**src/hdl/rmq_pkg.sv**
```systemverilog
`default_nettype none
package rmq_pkg;

  // field width of every matrix element and quaternion component
  localparam int WORD_BITS     = 16;
  localparam int FRAC_BITS_DEF = 14;

  typedef enum logic [1:0] {
    BR_TRACE,
    BR_X,
    BR_Y,
    BR_Z
  } branch_t;

  typedef struct packed {
    logic signed [WORD_BITS-1:0] x_axis_x;
    logic signed [WORD_BITS-1:0] x_axis_y;
    logic signed [WORD_BITS-1:0] x_axis_z;
    logic signed [WORD_BITS-1:0] y_axis_x;
    logic signed [WORD_BITS-1:0] y_axis_y;
    logic signed [WORD_BITS-1:0] y_axis_z;
    logic signed [WORD_BITS-1:0] z_axis_x;
    logic signed [WORD_BITS-1:0] z_axis_y;
    logic signed [WORD_BITS-1:0] z_axis_z;
  } in_word_t;

  typedef struct packed {
    logic signed [WORD_BITS-1:0] quat_x;
    logic signed [WORD_BITS-1:0] quat_y;
    logic signed [WORD_BITS-1:0] quat_z;
    logic signed [WORD_BITS-1:0] quat_w;
    branch_t                     branch_used;
    logic                        degenerate;
  } out_word_t;

  // branch and degenerate flag travelling along the pipeline
  typedef struct packed {
    branch_t branch;
    logic    degen;
  } ctl_t;

endpackage
`default_nettype wire

```
**src/hdl/rmq_sqrt.sv**
```systemverilog
`default_nettype none
module rmq_sqrt #(
  parameter int FRAC_BITS = rmq_pkg::FRAC_BITS_DEF,
  parameter int ARG_BITS  = 19,
  parameter int PAY_BITS  = 1,
  localparam int SB = (ARG_BITS + FRAC_BITS + 1) / 2
) (
  input  wire logic                clk,
  input  wire logic                rst_n,
  input  wire logic                in_valid,
  input  wire logic [ARG_BITS-1:0] in_arg,
  input  wire logic [PAY_BITS-1:0] in_pay,
  output logic                     out_valid,
  output logic [SB:0]              out_root,
  output logic [PAY_BITS-1:0]      out_pay
);

  localparam int RWE = 2 * SB;

  logic [SB-1:0]       root_r [SB];
  logic [SB+1:0]       rem_r  [SB];
  logic [RWE-1:0]      rad_r  [SB];
  logic [PAY_BITS-1:0] pay_r  [SB];
  logic [SB-1:0]       vld_r;

  logic                valid_out_r;
  logic [SB:0]         root_out_r;
  logic [PAY_BITS-1:0] pay_out_r;

  genvar k;
  generate
    for (k = 0; k < SB; k++) begin : g_st
      logic [SB-1:0]       root_in;
      logic [SB+1:0]       rem_in, rem_sh, trial;
      logic [RWE-1:0]      rad_in;
      logic [PAY_BITS-1:0] pay_in;
      logic                vld_in, take;

      if (k == 0) begin : g_first
        assign root_in = '0;
        assign rem_in  = '0;
        assign rad_in  = {{(RWE-ARG_BITS){1'b0}}, in_arg} << FRAC_BITS;
        assign pay_in  = in_pay;
        assign vld_in  = in_valid;
      end else begin : g_next
        assign root_in = root_r[k-1];
        assign rem_in  = rem_r[k-1];
        assign rad_in  = rad_r[k-1];
        assign pay_in  = pay_r[k-1];
        assign vld_in  = vld_r[k-1];
      end

      // bring down two radicand bits, try root*4+1
      assign rem_sh = {rem_in[SB-1:0], rad_in[RWE-1 -: 2]};
      assign trial  = {root_in, 2'b01};
      assign take   = rem_sh >= trial;

      always_ff @(posedge clk) begin
        if (!rst_n) begin
          vld_r[k] <= 1'b0;
        end else begin
          vld_r[k] <= vld_in;
        end
      end

      always_ff @(posedge clk) begin
        root_r[k] <= {root_in[SB-2:0], take};
        rem_r[k]  <= take ? (rem_sh - trial) : rem_sh;
        rad_r[k]  <= rad_in << 2;
        pay_r[k]  <= pay_in;
      end
    end
  endgenerate

  // round to nearest: a remainder above the root rounds up
  always_ff @(posedge clk) begin
    if (!rst_n) begin
      valid_out_r <= 1'b0;
    end else begin
      valid_out_r <= vld_r[SB-1];
    end
  end

  always_ff @(posedge clk) begin
    root_out_r <= {1'b0, root_r[SB-1]} +
                  {{SB{1'b0}}, (rem_r[SB-1] > {2'b00, root_r[SB-1]})};
    pay_out_r  <= pay_r[SB-1];
  end

  assign out_valid = valid_out_r;
  assign out_root  = root_out_r;
  assign out_pay   = pay_out_r;

endmodule
`default_nettype wire

```
**config.mk**
```make
export PLATFORM = sky130hd
export DESIGN_NAME = rmq_sqrt
export DESIGN_NICKNAME = d
export VERILOG_FILES = /design/src/hdl/rmq_pkg.sv /design/src/hdl/rmq_sqrt.sv
export SDC_FILE = /design/constraint.sdc
export NUM_CORES = 1
export LEC_CHECK = 0
export BUFFER_PORTS_ARGS = -buffer_cell sky130_fd_sc_hd__buf_2
export CORE_MARGIN = 2
export CORE_UTILIZATION = 44
export CTS_CLUSTER_SIZE = 30
export DETAILED_ROUTE_END_ITERATION = 6
export GPL_TIMING_DRIVEN = 0
export PLACE_DENSITY_LB_ADDON = 0.25
export SLEW_MARGIN = 25
export SYNTH_ARGS = -nofsm -noshare
export SYNTH_HDL_FRONTEND = slang
export SYNTH_SLANG_ARGS = --single-unit
```
**constraint.sdc**
```tcl
create_clock -name clk -period 4.2 [get_ports clk]
set_clock_uncertainty 0.15 [all_clocks]
set_input_delay 0.21 -clock clk [delete_from_list [all_inputs] [get_ports clk]]
set_output_delay 0.21 -clock clk [all_outputs]
set_load 0.005 [all_outputs]
```
==> reports/summary.txt <==
outcome -> completed
Net count, final -> 2599
clock network power share -> 32.2%
Flop pwr share -> 42.2%
maximum buffer depth of the clock tree -> 3
most common cell after layout, fill and taps aside -> dfxtp_1
Num CTS Buffers -> 58
Comb pwr share -> 25.5%
initial DRC count -> 742
register-to-register setup slack -> 730 ps
Total Neg Setup Slack -> 0 ps
critical path type -> reg2reg
antenna cell count -> 0
Worst-Skew Late Latency -> 620 ps
Yosys top cell by area -> dfxtp_1
Max Slew Vio Count -> 0
ys async rst share -> 0%
clock root cell -> clkbuf_16
CP startpoint kind -> flop
grt total ovfl -> 0
routability congestion estimate -> 0.8823
Final setup viols -> 0
final hold violation count -> 0
sequential share of the synthesized area -> 49.69%
number of global-route vias before repair -> 15753
Arr. time, crit path -> 3810 ps
final HPWL from detailed placement -> 32.88 mm
switching fraction of total power -> 29.88%
Vias -> 15651
Core Rows -> 82
post-synthesis compound-gate area fraction -> 12.67%
postcts setup bufs -> 0
count of flip-flops with a built-in enable after synthesis -> 0
first-pass GRT wire length -> 72.91 mm
Internal Pwr Total -> 11.98 mW
drt via density -> 5.028
net load switching power -> 5.105 mW
#FFs+latches synth -> 559
Die X-Extent -> 230.3 µm
Finished Layout Cells -> 3113
highest-count cells in the layout ignoring fill and taps -> dfxtp_1 (559), inv_1 (202), ha_1 (177)
Yosys warnings -> 0
Placed Area -> 23570 µm²
post-synthesis mux area share -> 2.539%
fillers -> 4613
Core Util, Final -> 51.50%
post-cts gate resize count -> 0
Worst-path clk slew -> 60 ps
PnR worst setup slack -> 732.1 ps
CP max FO -> 11
layout cells sized above 1 -> 9.177%
Worst Hold Class -> in2reg
Adder-Cell Fraction of Synth Area -> 10.45%
gr usage total -> 16.41%
pwr dens -> 658.7 nW/µm²
H-tree depth -> 2
Max Cap Violations -> 0
Mapped Cells -> 2267
hold_ws -> 69.42 ps
Mapped Nets -> 2474
RSZ-0062 raised after global routing -> no
PnR Total Power -> 17.09 mW
XOR/XNOR share of the synthesized area -> 7.466%
pre-CTS setup slack -> 728.4 ps
clock period minus worst slack -> 3468 ps
die footprint -> 53020 µm²
synth top area cells -> dfxtp_1 (50%), ha_1 (9.8%), xnor2_1 (3.7%), xor2_1 (3.7%), inv_1 (3.4%)
Finished Cell Area -> 25940 µm²
crit end category -> flop
WP data required -> 4550 ps
clk sinks -> 559
largest family of logic cells by synthesized area -> simple AND/OR/NAND/NOR gates
largest net degree at the start of global routing -> 17
Worst VDD drop -> 0.0003311 V
initial core utilization -> 44.71%
TritonCTS clock tree -> done
remaining antenna violation count after routing -> 0
Mapped Area -> 22520 µm²
PortBufs -> 42
DR DRC count -> 0
IO Pins -> 43
drt first pass iters -> 5
period utilization -> 82.57%
initial antenna violation count -> 0
Synth Flop Type -> dfxtp_1
share of the synthesized area in the top cell type -> 49.69%
worst slew pin tran -> 959.9 ps
Post-Synth Simple-Gate Area -> 13.24%
Area Overhead vs Synth -> 15.19%
# placed instances -> 2981
synthesized area per cell -> 9.935 µm²
leakage dissipation -> 12.26 nW
Slew Limit Headroom -> 35.94%
fmax -> 0.2884 GHz
unique cell type count in the Yosys netlist -> 79
cts hold-fix bufs -> 23
overall routed net length -> 43.00 mm
Die Y -> 230.3 µm
core area -> 50380 µm²
routed len/inst -> 13.81 µm
==> synth_stat cells, drive strengths merged (4+ instances only) <==
| master | n |
|---|---|
| nor4 | 29 |
| inv | 203 |
| xnor2 | 96 |
| mux2 | 49 |
| nor3 | 59 |
| o21bai | 9 |
| and3 | 16 |
| and2 | 24 |
| a211o | 4 |
| a31oi | 10 |
| fa | 7 |
| a21o | 49 |
| clkbuf | 22 |
| a21boi | 5 |
| nor3b | 6 |
| nor2 | 132 |
| xor2 | 96 |
| o41ai | 8 |
| nand3b | 5 |
| o21ai | 133 |
| nand2b | 32 |
| o211a | 5 |
| nand2 | 158 |
| nand4 | 21 |
| nand3 | 30 |
| a211oi | 21 |
| buf | 7 |
| a2111oi | 9 |
| dfxtp | 559 |
| or4 | 9 |
| o2111ai | 6 |
| a21oi | 127 |
| or2 | 12 |
| o21a | 18 |
| ha | 177 |
| o211ai | 17 |
| nand4b | 4 |
| or3 | 22 |
| o31ai | 9 |
| nor2b | 28 |
==> metal layers <==
layer | track usage [%] | up-vias | wire, µm | part of all wire, %
li1 | - | 8086 | - | -
met1 | 19.92 | 7207 | 19400 | 45
met2 | 29.24 | 279 | 20880 | 49
met3 | 2.728 | 79 | 1595 | 3.7
met4 | 5.766 | 0 | 1123 | 2.6
met5 | 0 | - | 0 | 0
==> logic make-up after synthesis <==
family                   after synthesis
buffers and inverters                232
AO/OA/AOI/OAI                        455
adder cells (fa/ha/maj)              184
XOR/XNOR                             192
multiplexers                          51
AND/OR/NAND/NOR                      593
other                                  1
flip-flops                           559
==> path summary, 6_finish.rpt <==
kind / cells past startpoint / end / from
hold reg to reg: 0 / rad_r[0][58] / rad_r[0][24]
setup reg to reg: 10 / rem_r[0][294] / root_r[0][239]
setup / recovery: 10 / rem_r[0][294] / root_r[0][239]
hold / removal: 2 / rad_r[0][30] / in_arg[16]
==> layout make-up <==
| cell class | instances | area, µm² | area share, % |
|---|---|---|---|
| Buffer | 29 | 121.4 | 0.4678 |
| Clock inverter | 23 | 401.6 | 1.548 |
| Clock buffer | 86 | 1738 | 6.699 |
| Inverter | 203 | 762.0 | 2.937 |
| Tap cell | 672 | 840.8 | 3.241 |
| Timing Repair Buffer | 65 | 440.4 | 1.698 |
| Multi-Input combinational cell | 1476 | 10450 | 40.28 |
| Sequential cell | 559 | 11190 | 43.13 |
==> power groups by stage <==
stage	Clock [mW]	Sequential [mW]	Combinational, mW
global route	5.91	7.36	4.94
global placement	0	7.32	4.21
CTS	5.67	7.24	4.38
floorplan	0	7.09	3.44
finish	5.51	7.22	4.36
detailed placement	0	7.34	4.33
==> worst max-delay path: stages (launching register included) <==
cell	delay, ps
dfxtp_1	340
inv_1	80
ha_1	270
a21o_1	140
nand4_1	150
a2111oi_0	730
nor2_1	150
o211a_1	310
o21ai_2	370
buf_4	290
mux2_2	370
==> registers in the layout (all words and copies together) (netlist names) <==
signal       cells
rad_r           90
g_st.vld_in     16
out_root        18
rem_r          262
out_pay          1
vld_r            1
pay_r           17
root_r         153
out_valid        1
No activity file was read; power rests on OpenSTA's default activity.
