**config.mk**
```make
export PLATFORM = sky130hd
export DESIGN_NAME = rmq_front
export DESIGN_NICKNAME = d
export VERILOG_FILES = /design/src/hdl/rmq_pkg.sv /design/src/hdl/rmq_front.sv
export SDC_FILE = /design/constraint.sdc
export NUM_CORES = 1
export LEC_CHECK = 0
export ABC_CLOCK_PERIOD_IN_PS = 6600
export BUFFER_PORTS_ARGS = -buffer_cell sky130_fd_sc_hd__buf_4
export CAP_MARGIN = 20
export CORE_MARGIN = 2
export CORE_UTILIZATION = 55
export DETAILED_ROUTE_END_ITERATION = 16
export GPL_TIMING_DRIVEN = 1
export PLACE_DENSITY = 0.75
export SLEW_MARGIN = 20
export SYNTH_ARGS = -nofsm -noshare
export SYNTH_HDL_FRONTEND = slang
export SYNTH_SLANG_ARGS = --single-unit
```
**constraint.sdc**
```tcl
create_clock -name clk -period 6.6 [get_ports clk]
set_clock_uncertainty 0.05 [all_clocks]
set_input_delay 1.32 -clock clk [delete_from_list [all_inputs] [get_ports clk]]
set_output_delay 1.32 -clock clk [all_outputs]
set_load 0.01 [all_outputs]
```
**src/hdl/rmq_pkg.sv**
```systemverilog
`default_nettype none
package rmq_pkg;

  // field width of every matrix element and quaternion component
  localparam int WORD_BITS     = 16;
  localparam int FRAC_BITS_DEF = 14;

  typedef enum logic [1:0] {
    BR_TRACE,
    BR_X,
    BR_Y,
    BR_Z
  } branch_t;

  typedef struct packed {
    logic signed [WORD_BITS-1:0] x_axis_x;
    logic signed [WORD_BITS-1:0] x_axis_y;
    logic signed [WORD_BITS-1:0] x_axis_z;
    logic signed [WORD_BITS-1:0] y_axis_x;
    logic signed [WORD_BITS-1:0] y_axis_y;
    logic signed [WORD_BITS-1:0] y_axis_z;
    logic signed [WORD_BITS-1:0] z_axis_x;
    logic signed [WORD_BITS-1:0] z_axis_y;
    logic signed [WORD_BITS-1:0] z_axis_z;
  } in_word_t;

  typedef struct packed {
    logic signed [WORD_BITS-1:0] quat_x;
    logic signed [WORD_BITS-1:0] quat_y;
    logic signed [WORD_BITS-1:0] quat_z;
    logic signed [WORD_BITS-1:0] quat_w;
    branch_t                     branch_used;
    logic                        degenerate;
  } out_word_t;

  // branch and degenerate flag travelling along the pipeline
  typedef struct packed {
    branch_t branch;
    logic    degen;
  } ctl_t;

endpackage
`default_nettype wire

```
**src/hdl/rmq_front.sv**
```systemverilog
`default_nettype none
module rmq_front #(
  parameter int FRAC_BITS = rmq_pkg::FRAC_BITS_DEF,
  localparam int CALC_BITS =
    ((FRAC_BITS > rmq_pkg::WORD_BITS) ? FRAC_BITS : rmq_pkg::WORD_BITS) + 4,
  localparam int ARG_BITS = CALC_BITS - 1,
  localparam int D_BITS = rmq_pkg::WORD_BITS + 1
) (
  input  wire logic                      clk,
  input  wire logic                      rst_n,
  input  wire logic                      in_valid,
  input  wire rmq_pkg::in_word_t         in_data,
  output logic                           out_valid,
  output logic [ARG_BITS-1:0]            out_arg,
  output logic [2:0][D_BITS-1:0]         out_d,
  output rmq_pkg::ctl_t                  out_ctl
);
  import rmq_pkg::*;

  localparam int W = WORD_BITS;

  logic signed [CALC_BITS-1:0] m00, m10, m20, m01, m11, m21, m02, m12, m22;
  logic signed [CALC_BITS-1:0] one_c, trace, arg;
  logic signed [D_BITS-1:0]    a10, a20, a01, a21, a02, a12;
  logic [2:0][D_BITS-1:0]      d_sel;
  branch_t                     br;
  logic                        degen;

  logic                        valid_r;
  logic [ARG_BITS-1:0]         arg_r;
  logic [2:0][D_BITS-1:0]      d_r;
  ctl_t                        ctl_r;

  assign m00 = {{(CALC_BITS-W){in_data.x_axis_x[W-1]}}, in_data.x_axis_x};
  assign m10 = {{(CALC_BITS-W){in_data.x_axis_y[W-1]}}, in_data.x_axis_y};
  assign m20 = {{(CALC_BITS-W){in_data.x_axis_z[W-1]}}, in_data.x_axis_z};
  assign m01 = {{(CALC_BITS-W){in_data.y_axis_x[W-1]}}, in_data.y_axis_x};
  assign m11 = {{(CALC_BITS-W){in_data.y_axis_y[W-1]}}, in_data.y_axis_y};
  assign m21 = {{(CALC_BITS-W){in_data.y_axis_z[W-1]}}, in_data.y_axis_z};
  assign m02 = {{(CALC_BITS-W){in_data.z_axis_x[W-1]}}, in_data.z_axis_x};
  assign m12 = {{(CALC_BITS-W){in_data.z_axis_y[W-1]}}, in_data.z_axis_y};
  assign m22 = {{(CALC_BITS-W){in_data.z_axis_z[W-1]}}, in_data.z_axis_z};

  assign a10 = m10[D_BITS-1:0];
  assign a20 = m20[D_BITS-1:0];
  assign a01 = m01[D_BITS-1:0];
  assign a21 = m21[D_BITS-1:0];
  assign a02 = m02[D_BITS-1:0];
  assign a12 = m12[D_BITS-1:0];

  assign one_c = {{(CALC_BITS-1){1'b0}}, 1'b1} << FRAC_BITS;
  assign trace = m00 + m11 + m22;

  always_comb begin
    if (!trace[CALC_BITS-1]) begin
      br       = BR_TRACE;
      arg      = trace + one_c;
      d_sel[0] = a21 - a12;
      d_sel[1] = a02 - a20;
      d_sel[2] = a10 - a01;
    end else if (m00 > m11 && m00 > m22) begin
      br       = BR_X;
      arg      = one_c + m00 - m11 - m22;
      d_sel[0] = a10 + a01;
      d_sel[1] = a02 + a20;
      d_sel[2] = a21 - a12;
    end else if (m11 > m22) begin
      br       = BR_Y;
      arg      = one_c + m11 - m00 - m22;
      d_sel[0] = a10 + a01;
      d_sel[1] = a21 + a12;
      d_sel[2] = a02 - a20;
    end else begin
      br       = BR_Z;
      arg      = one_c + m22 - m00 - m11;
      d_sel[0] = a02 + a20;
      d_sel[1] = a21 + a12;
      d_sel[2] = a10 - a01;
    end
  end

  assign degen = arg[CALC_BITS-1] || (arg == '0);

  always_ff @(posedge clk) begin
    if (!rst_n) begin
      valid_r <= 1'b0;
    end else begin
      valid_r <= in_valid;
    end
  end

  // keep the root argument positive so the divider never sees zero
  always_ff @(posedge clk) begin
    arg_r        <= degen ? {{(ARG_BITS-1){1'b0}}, 1'b1} : arg[ARG_BITS-1:0];
    d_r          <= d_sel;
    ctl_r.branch <= br;
    ctl_r.degen  <= degen;
  end

  assign out_valid = valid_r;
  assign out_arg   = arg_r;
  assign out_d     = d_r;
  assign out_ctl   = ctl_r;

endmodule
`default_nettype wire

```
==> results of run 1 <==
## power breakdown
part | internal (mW) | switching (mW)
Clock | 0.374 | 0.215
Combinational | 1.15 | 1.57
Sequential | 0.639 | 0.0939
## per-stage QoR
step | hold WS (ns) | util | instance area [µm²] | setup WS (ns) | power, mW
floorplan | 1.39 | - | 14400 | 1.52 | 2.44
global placement | 1.47 | 0.632 | 16400 | 0.671 | 3.38
detailed placement | 1.48 | 0.632 | 16400 | 0.577 | 3.41
CTS | 1.12 | 0.646 | 16700 | 0.942 | 4.01
global route | 1.14 | 0.646 | 16700 | 0.634 | 4.33
finish | 1.13 | 0.646 | 16700 | 0.838 | 4.04
## synth_stat cells (all sizes together) (21+ instances only)
master	n
o21ai	98
nor2b	39
a21oi	128
or3	23
a211oi	29
inv	240
a31oi	22
xor2	34
nor2	144
o211ai	21
clkbuf	28
nor3	56
dfxtp	74
buf	22
xnor2	89
nand3	36
ha	299
nand2	111
a21o	27
fa	74
## sequential cells by signal (all words and copies together), names as in the netlist
signal	flops
out_valid	1
out_arg	19
out_ctl	3
out_d	51
## metal layers
layer / part of all wire / up-vias / global-route usage
met1: 0.43 / 6362 / 0.381
li1: - / 6636 / -
met4: 0.039 / 0 / 0.118
met5: 0 / - / 0
met3: 0.057 / 71 / 0.0226
met2: 0.48 / 488 / 0.519
## worst paths after layout
check,startpoint,to
min,in_valid,out_valid$_SDFF_PN0_
max,in_data[2],out_arg[10]$_SDFF_PP0_
## cell type report
class	instances	share of cell area
sequential	74	0.0885
tap	335	0.0250
multi-input combinational	1456	0.706
clock buffer	9	0.0135
timing repair buffer	235	0.105
inverter	241	0.0541
clock inverter	7	0.00740
## logic make-up (layout without fill, tap and decap cells)
group / count (synthesis) / count (layout) / synth area share
DFF: 74 / 74 / 0.103
other: 1 / 1 / 0.000260
and+or+nand+nor: 486 / 486 / 0.167
AOI/OAI and AO/OA: 459 / 459 / 0.205
xor gates and xnor gates: 123 / 123 / 0.0748
adders and majority gates: 373 / 373 / 0.362
buffers and inverters: 291 / 492 / 0.0777
muxes: 14 / 14 / 0.0102
==> results.py, run 1 <==
metrics = {
    "run_status": {
        "status": "finished clean",
    },
    "clocking": {
        "clock_sinks": 74,
        "cts_made_buffers": 9,
        "cts_max_path_buffers": 2,
        "clock-root-buffer": "clkbuf_16",
        "clk_pin_slew_worst_paths_ns": 0.07,
        "cts_resized": 0,
        "post_cts_buffers": 0,
        "cts_tree": "done",
        "htreeDepth": 3,
        "holdBufCountCts": 0,
    },
    "floorplanning": {
        "die_w_um": 166,
        "dieHeight_um": 166,
        "core_area_mm2": 0.0259,
        "rows": 59,
        "io_pins": 221,
        "dieArea_mm2": 0.0275,
        "start_util": 0.556,
    },
    "job": {
        "maxCapViolCount": 0,
    },
    "critical_path": {
        "critPathTopFamily": "compound AO/OA/AOI/OAI gates",
        "crit_path_max_incr_delay_ns": 0.60,
        "slowest_stage": "fa_1",
        "crit_chain": "buf_4 -> inv_1 -> fa_1 -> inv_1 -> ha_1 -> ha_1 -> fa_1 -> a211oi_1 -> o21bai_1 -> a31o_2 -> o221ai_1 -> a31oi_1 -> a2111oi_0 -> o221ai_1 -> o21ai_1 -> buf_4 -> o21ai_0 -> and2_1",
        "cp-start-kind": "primary input",
        "cp_num_buf_inv": 4,
        "end_kind": "flop",
        "crit_cells": 18,
        "worstPathMaxFanout": 10,
        "crit_required_ns": 6.79,
        "worstSetupPathType": "in -> reg",
        "critPathArrivalTime_ns": 5.95,
    },
    "timing": {
        "worst_slew_pin_slew_ns": 0.986,
        "slew_headroom": 0.340,
        "rsz0062_at_grt": "false",
        "setup_violations": 0,
        "fin_crit_ns": 5.76,
        "max_clock_freq_mhz": 174,
        "finalSetupTns_ns": 0,
        "report.final.slew_viol_count": 0,
        "hold_violations": 0,
        "finalCritPeriodShare": 0.873,
    },
    "yosys": {
        "ys_seq_area_frac": 0.103,
        "syn_avg_cell_area_um2": 7.91,
        "synthFlopType": "dfxtp_1",
        "yosys.area.top_type_share": 0.260,
        "ys_top_cells_by_area": "ha_1 26%, dfxtp_1 10%, fa_1 10%",
        "yosys.area.top_type": "ha_1",
        "synth_nets": 2341,
        "synth_edf_count": 0,
        "synthesis.instances": 1821,
        "synthesis.area_mm2": 0.0144,
        "yosys_warnings": 0,
        "ys_types": 85,
        "synthArstFlopShare": 0,
        "synth-seq-cells": 74,
    },
    "routing": {
        "dr_total_vias": 13557,
        "wl_um": 42000,
        "post_drt_wl_per_cell_um": 17.8,
        "drt_iter0_markers": 835,
        "vias_per_cell": 5.75,
        "drcViolationCount": 0,
        "antenna_left": 0,
        "dr.pass1.iters": 8,
    },
    "global_route": {
        "grt_pass1_wl_um": 66700,
        "gr-total-overflow": 0,
        "antenna_found_initial": 0,
        "grt_max_degree": 49,
        "grt.total_usage": 0.297,
        "grt_pass1_vias": 13417,
    },
    "layout": {
        "stdcell_count": 2357,
        "drive_gt1_frac": 0.140,
        "multi_input_area_mm2": 0.0118,
        "fin_nets": 2537,
        "diodes": 0,
        "mostFrequentLayoutCells": "299 x ha_1, 239 x inv_1, 235 x buf_4, 143 x nor2_1, 128 x a21oi_1",
        "layout_commonest_cell": "ha_1",
        "seq_area_mm2": 0.00148,
        "nFillCells": 2324,
        "syn_to_final_growth_pct": 16.2,
    },
    "hold_path": {
        "min_path_type": "in -> reg",
        "min_path_cells": 2,
    },
    "power": {
        "vdd_ir_drop_max_v": 0.000134,
        "power.density_mw_per_mm2": 242,
        "leakagePower_nw": 8.33,
    },
    "place": {
        "gp_congestion": 0.923,
        "numPortBuffers": 220,
        "numPlacedInstances": 2341,
        "dp_hpwl_um": 35500,
    },
}
Note: power is estimated with default switching activity, not from simulation.
==> run 2: changes to the inputs <==
--- a/config.mk
+++ b/config.mk
@@ -9,10 +9,10 @@
 export BUFFER_PORTS_ARGS = -buffer_cell sky130_fd_sc_hd__buf_4
 export CAP_MARGIN = 20
 export CORE_MARGIN = 2
-export CORE_UTILIZATION = 55
+export CORE_UTILIZATION = 45
 export DETAILED_ROUTE_END_ITERATION = 16
 export GPL_TIMING_DRIVEN = 1
-export PLACE_DENSITY = 0.75
+export PLACE_DENSITY = 0.66
 export SLEW_MARGIN = 20
 export SYNTH_ARGS = -nofsm -noshare
 export SYNTH_HDL_FRONTEND = slang
==> run 2 against run 1 <==
Compared with the run above:
- maximum frequency grew 4.5%
- combinational power is essentially flat
- wire length grew 7.0%
- total power shrank 0.74%
- clock power shrank 14%
- non-clock buffer count is the same
- critical path type unchanged
- highest routed layer is now met5
==> results.py, run 2 (synthesis gave the netlist of run 1 again) <==
metrics = {
    "routing": {
        "top_layer_used": "met5",
        "drcViolationCount": 0,
        "dr.pass1.iters": 5,
        "dr_total_vias": 13463,
        "met2_length_um": 21400,
        "wl_um": 45000,
        "vias_per_cell": 5.55,
        "antenna_left": 0,
        "met1_length_um": 19600,
        "post_drt_wl_per_cell_um": 18.5,
        "drt_iter0_markers": 1059,
        "route.met3.wl_um": 2460,
    },
    "floorplanning": {
        "rows": 65,
        "io_pins": 221,
        "dieArea_mm2": 0.0335,
        "die_w_um": 183,
        "dieHeight_um": 183,
        "core_area_mm2": 0.0316,
        "start_util": 0.457,
    },
    "timing": {
        "finalCritPeriodShare": 0.835,
        "max_clock_freq_mhz": 181,
        "hold_violations": 0,
        "report.final.slew_viol_count": 0,
        "setup_violations": 0,
        "worst_slew_pin_slew_ns": 0.845,
        "slew_headroom": 0.432,
        "rsz0062_at_grt": "false",
        "finalSetupTns_ns": 0,
        "fin_crit_ns": 5.51,
    },
    "clocking": {
        "clock-root-buffer": "clkbuf_16",
        "cts_made_buffers": 9,
        "cts_max_path_buffers": 2,
        "cts_resized": 0,
        "htreeDepth": 3,
        "cts_tree": "done",
        "post_cts_buffers": 0,
        "clock_sinks": 74,
        "holdBufCountCts": 0,
        "clk_pin_slew_worst_paths_ns": 0.07,
    },
    "critical_path": {
        "worstPathMaxFanout": 11,
        "critPathTopFamily": "compound AO/OA/AOI/OAI gates",
        "crit_chain": "buf_4 -> inv_1 -> fa_1 -> inv_1 -> ha_1 -> ha_1 -> fa_1 -> a211oi_1 -> o21bai_1 -> a31o_2 -> o221ai_1 -> a31oi_1 -> a2111oi_0 -> o221ai_1 -> o21ai_1 -> buf_4 -> nand2_1 -> and4_1",
        "crit_required_ns": 6.79,
        "cp_num_buf_inv": 4,
        "cp-start-kind": "primary input",
        "slowest_stage": "fa_1",
        "worstSetupPathType": "in -> reg",
        "crit_path_max_incr_delay_ns": 0.60,
        "end_kind": "flop",
        "critPathArrivalTime_ns": 5.70,
    },
    "layout": {
        "nFillCells": 3054,
        "stdcell_count": 2426,
        "largest_register_ffs": 51,
        "drive_gt1_frac": 0.139,
        "multi_input_area_mm2": 0.0118,
        "syn_to_final_growth_pct": 16.4,
        "layout_commonest_cell": "ha_1",
        "fin_nets": 2537,
        "mostFrequentLayoutCells": "299 x ha_1, 239 x inv_1, 235 x buf_4, 143 x nor2_1, 128 x a21oi_1",
        "seq_area_mm2": 0.00148,
    },
    "place": {
        "dp_hpwl_um": 38300,
        "numPlacedInstances": 2408,
        "numPortBuffers": 220,
        "gp_congestion": 0.966,
    },
    "power": {
        "vdd_ir_drop_max_v": 0.000128,
        "total_power_mw": 4.02,
        "power.density_mw_per_mm2": 239,
        "leakagePower_nw": 8.31,
    },
    "global_route": {
        "grt_max_degree": 53,
        "grt_pass1_vias": 13439,
        "grt.total_usage": 0.266,
        "grt_pass1_wl_um": 70200,
        "gr-total-overflow": 0,
        "antenna_found_initial": 3,
    },
    "run_status": {
        "status": "finished clean",
    },
    "job": {
        "maxCapViolCount": 0,
    },
    "hold_path": {
        "min_path_type": "in -> reg",
    },
}
-- run 2: cell count changes in the layout (fill, tap and decap cells not counted), sizes merged --
cell / delta
bufinv: -2
clkbuf: +1
clkinv: +2
diode: +2
inv: -1
-- run 2: layout make-up --
class	count	share of cell area
inverter	241	0.0539
antenna	2	0.000298
tap	402	0.0300
sequential	74	0.0883
clock buffer	10	0.0137
clock inverter	6	0.00388
multi-input combinational	1456	0.705
timing repair buffer	235	0.105
-- run 2: routing by layer --
layer  GRT usage  vias up
met2       0.463      421
met3      0.0205       71
met5           0        -
met1       0.348     6332
li1            -     6637
met4      0.0896        2
-- run 2: path summary, 6_finish.rpt --
path	from	to	slack [ns]	cells after the start
max	in_data[2]	out_arg[11]$_SDFF_PP0_	1.09	18
min	in_valid	out_valid$_SDFF_PN0_	1.13	2
-- run 2: per-stage QoR --
step                      setup WS [ns]  hold slack (ns)  area, µm²  utilization
final                              1.09             1.13      16800        0.531
after global routing              0.829             1.13      16800        0.531
after CTS                          1.10             1.12      16800        0.531
after detailed placement          0.755             1.48      16500        0.522
after global placement            0.800             1.47      16500        0.522
after floorplan                    1.52             1.39      14400            -
-- run 2: report_power, final --
group | internal (mW) | switching (mW) | leakage (nW)
logic | 1.15 | 1.60 | 7.54
registers | 0.640 | 0.120 | 0.623
clock network | 0.295 | 0.214 | 0.143
total | 2.08 | 1.93 | 8.31
==> run 3: changes to the inputs <==
--- a/config.mk
+++ b/config.mk
@@ -5,7 +5,7 @@
 export SDC_FILE = /design/constraint.sdc
 export NUM_CORES = 1
 export LEC_CHECK = 0
-export ABC_CLOCK_PERIOD_IN_PS = 6600
+export ABC_CLOCK_PERIOD_IN_PS = 5720
 export BUFFER_PORTS_ARGS = -buffer_cell sky130_fd_sc_hd__buf_4
 export CAP_MARGIN = 20
 export CORE_MARGIN = 2
==> constraint.sdc (replaced) <==
create_clock -name clk -period 5.72 [get_ports clk]
set_clock_uncertainty 0.05 [all_clocks]
set_input_delay 1.144 -clock clk [delete_from_list [all_inputs] [get_ports clk]]
set_output_delay 1.144 -clock clk [all_outputs]
set_load 0.01 [all_outputs]
==> run 3 against run 2 <==
Compared with the run above:
- non-clock buffer count rose by 21
- utilization rose by 0.48 points
- highest routed layer unchanged
- sequential share of layout area fell by 0.079 points
- combinational power rose by 17%
- sequential cell count did not move
- clock power rose by 15%
- total power rose by 16%
- global-route usage rose by 0.15 points
- critical path depth fell by 1
- cell count rose by 0.74%
- design area rose by 0.90%
==> results.py, run 3 (synthesis gave the netlist of run 1 again) <==
metrics = {
    "hold_path": {
        "min_to": "out_valid$_SDFF_PN0_",
        "min_path_cells": 2,
        "min_path_type": "in -> reg",
        "hp-start": "in_valid",
    },
    "routing": {
        "dr.pass1.iters": 5,
        "drcViolationCount": 0,
        "vias_per_cell": 5.54,
        "antenna_left": 0,
        "post_drt_wl_per_cell_um": 18.4,
        "wl_um": 44900,
        "dr_total_vias": 13538,
        "drt_iter0_markers": 975,
    },
    "run_status": {
        "status": "finished clean",
    },
    "timing": {
        "rsz0062_at_grt": "false",
        "fin_crit_ns": 5.30,
        "report.final.slew_viol_count": 0,
        "worst_slew_pin_slew_ns": 0.916,
        "setup_violations": 0,
        "max_clock_freq_mhz": 189,
        "finalCritPeriodShare": 0.926,
        "finalSetupTns_ns": 0,
        "slew_headroom": 0.387,
        "hold_violations": 0,
    },
    "floorplanning": {
        "io_pins": 221,
        "rows": 65,
        "die_w_um": 183,
        "core_area_mm2": 0.0316,
        "dieArea_mm2": 0.0335,
        "start_util": 0.457,
        "dieHeight_um": 183,
    },
    "layout": {
        "layout_commonest_cell": "ha_1",
        "syn_to_final_growth_pct": 17.4,
        "mostFrequentLayoutCells": "299 x ha_1, 256 x buf_4, 239 x inv_1, 143 x nor2_1, 128 x a21oi_1",
        "finish.utilization": 0.536,
        "diodes": 0,
        "fin_nets": 2558,
        "largest_register_ffs": 51,
        "drive_gt1_frac": 0.148,
    },
    "critical_path": {
        "worstPathMaxFanout": 5,
        "critPathArrivalTime_ns": 5.49,
        "worstSetupPathType": "in -> reg",
        "end_kind": "flop",
        "crit_required_ns": 5.91,
        "cp-start-kind": "primary input",
    },
    "clocking": {
        "clock-root-buffer": "clkbuf_16",
        "htreeDepth": 3,
        "post_cts_buffers": 0,
        "holdBufCountCts": 0,
        "cts_max_path_buffers": 2,
        "cts_tree": "done",
        "cts_made_buffers": 9,
        "cts_resized": 0,
        "clk_pin_slew_worst_paths_ns": 0.06,
        "clock_sinks": 74,
    },
    "place": {
        "dp_hpwl_um": 38200,
        "numPortBuffers": 220,
        "gp_congestion": 0.977,
    },
    "global_route": {
        "gr-total-overflow": 0,
        "grt.total_usage": 0.267,
        "grt_max_degree": 49,
        "grt_pass1_wl_um": 70700,
        "grt_pass1_vias": 13536,
        "antenna_found_initial": 1,
    },
    "power": {
        "leakagePower_nw": 8.42,
        "power.density_mw_per_mm2": 276,
        "vdd_ir_drop_max_v": 0.000157,
    },
    "job": {
        "maxCapViolCount": 0,
    },
}
## run 3: per-layer routing
| metal | vias up | track usage | share of wire |
|---|---|---|---|
| met5 | - | 0 | 0.00036 |
| met4 | 2 | 0.0854 | 0.028 |
| met3 | 71 | 0.0234 | 0.048 |
| met2 | 443 | 0.461 | 0.47 |
| met1 | 6351 | 0.354 | 0.45 |
| li1 | 6671 | - | - |
## run 3: layout make-up
class                           instances  area (µm²)
Clock buffer                           10         239
Sequential cell                        74        1480
Fill cell                            3062       14600
Multi-Input combinational cell       1456       11800
Inverter                              241         905
Clock inverter                          5        53.8
Timing Repair Buffer                  256        1920
Tap cell                              402         503
## run 3: per-stage QoR
stage	hold WS (ns)	power [mW]	instances	area, µm²	worst slack (ns)
6_report	0.944	4.66	2444	16900	0.422
5_1_grt	0.946	5.01	2444	16900	0.205
4_1_cts	0.933	4.64	2444	16900	0.501
3_5_place_dp	1.30	4.03	2429	16600	0.130
3_3_place_gp	1.30	4.02	2429	16600	0.240
2_1_floorplan	1.22	2.82	1821	14400	0.814
## run 3: how the worst max path moves through the flow
| stage | startpoint | to |
|---|---|---|
| finish | in_data[66] | out_arg[11]$_SDFF_PP0_ |
| detailed placement | in_data[66] | out_arg[11]$_SDFF_PP0_ |
| floorplan | in_data[2] | out_arg[7]$_SDFF_PP0_ |
| CTS | in_data[66] | out_arg[11]$_SDFF_PP0_ |
| global route | in_data[66] | out_arg[11]$_SDFF_PP0_ |
| global placement | in_data[66] | out_arg[11]$_SDFF_PP0_ |
## run 3: worst max-delay path, stage by stage
cell and delay, ns:
buf_4 0.11, inv_1 0.12, fa_1 0.56, inv_1 0.10, ha_1 0.30, ha_1 0.24
fa_1 0.43, a211oi_1 0.35, o21bai_1 0.19, a31o_2 0.30, o221ai_1 0.30, a31oi_1 0.16
a2111oi_0 0.33, o221ai_1 0.18, o21ai_1 0.27, nand2_1 0.20, and4_1 0.19
## run 3: power breakdown
group / switching [mW] / internal, mW
clock: 0.235 / 0.347
sequential: 0.136 / 0.739
combinational: 1.85 / 1.36
total: 2.22 / 2.44
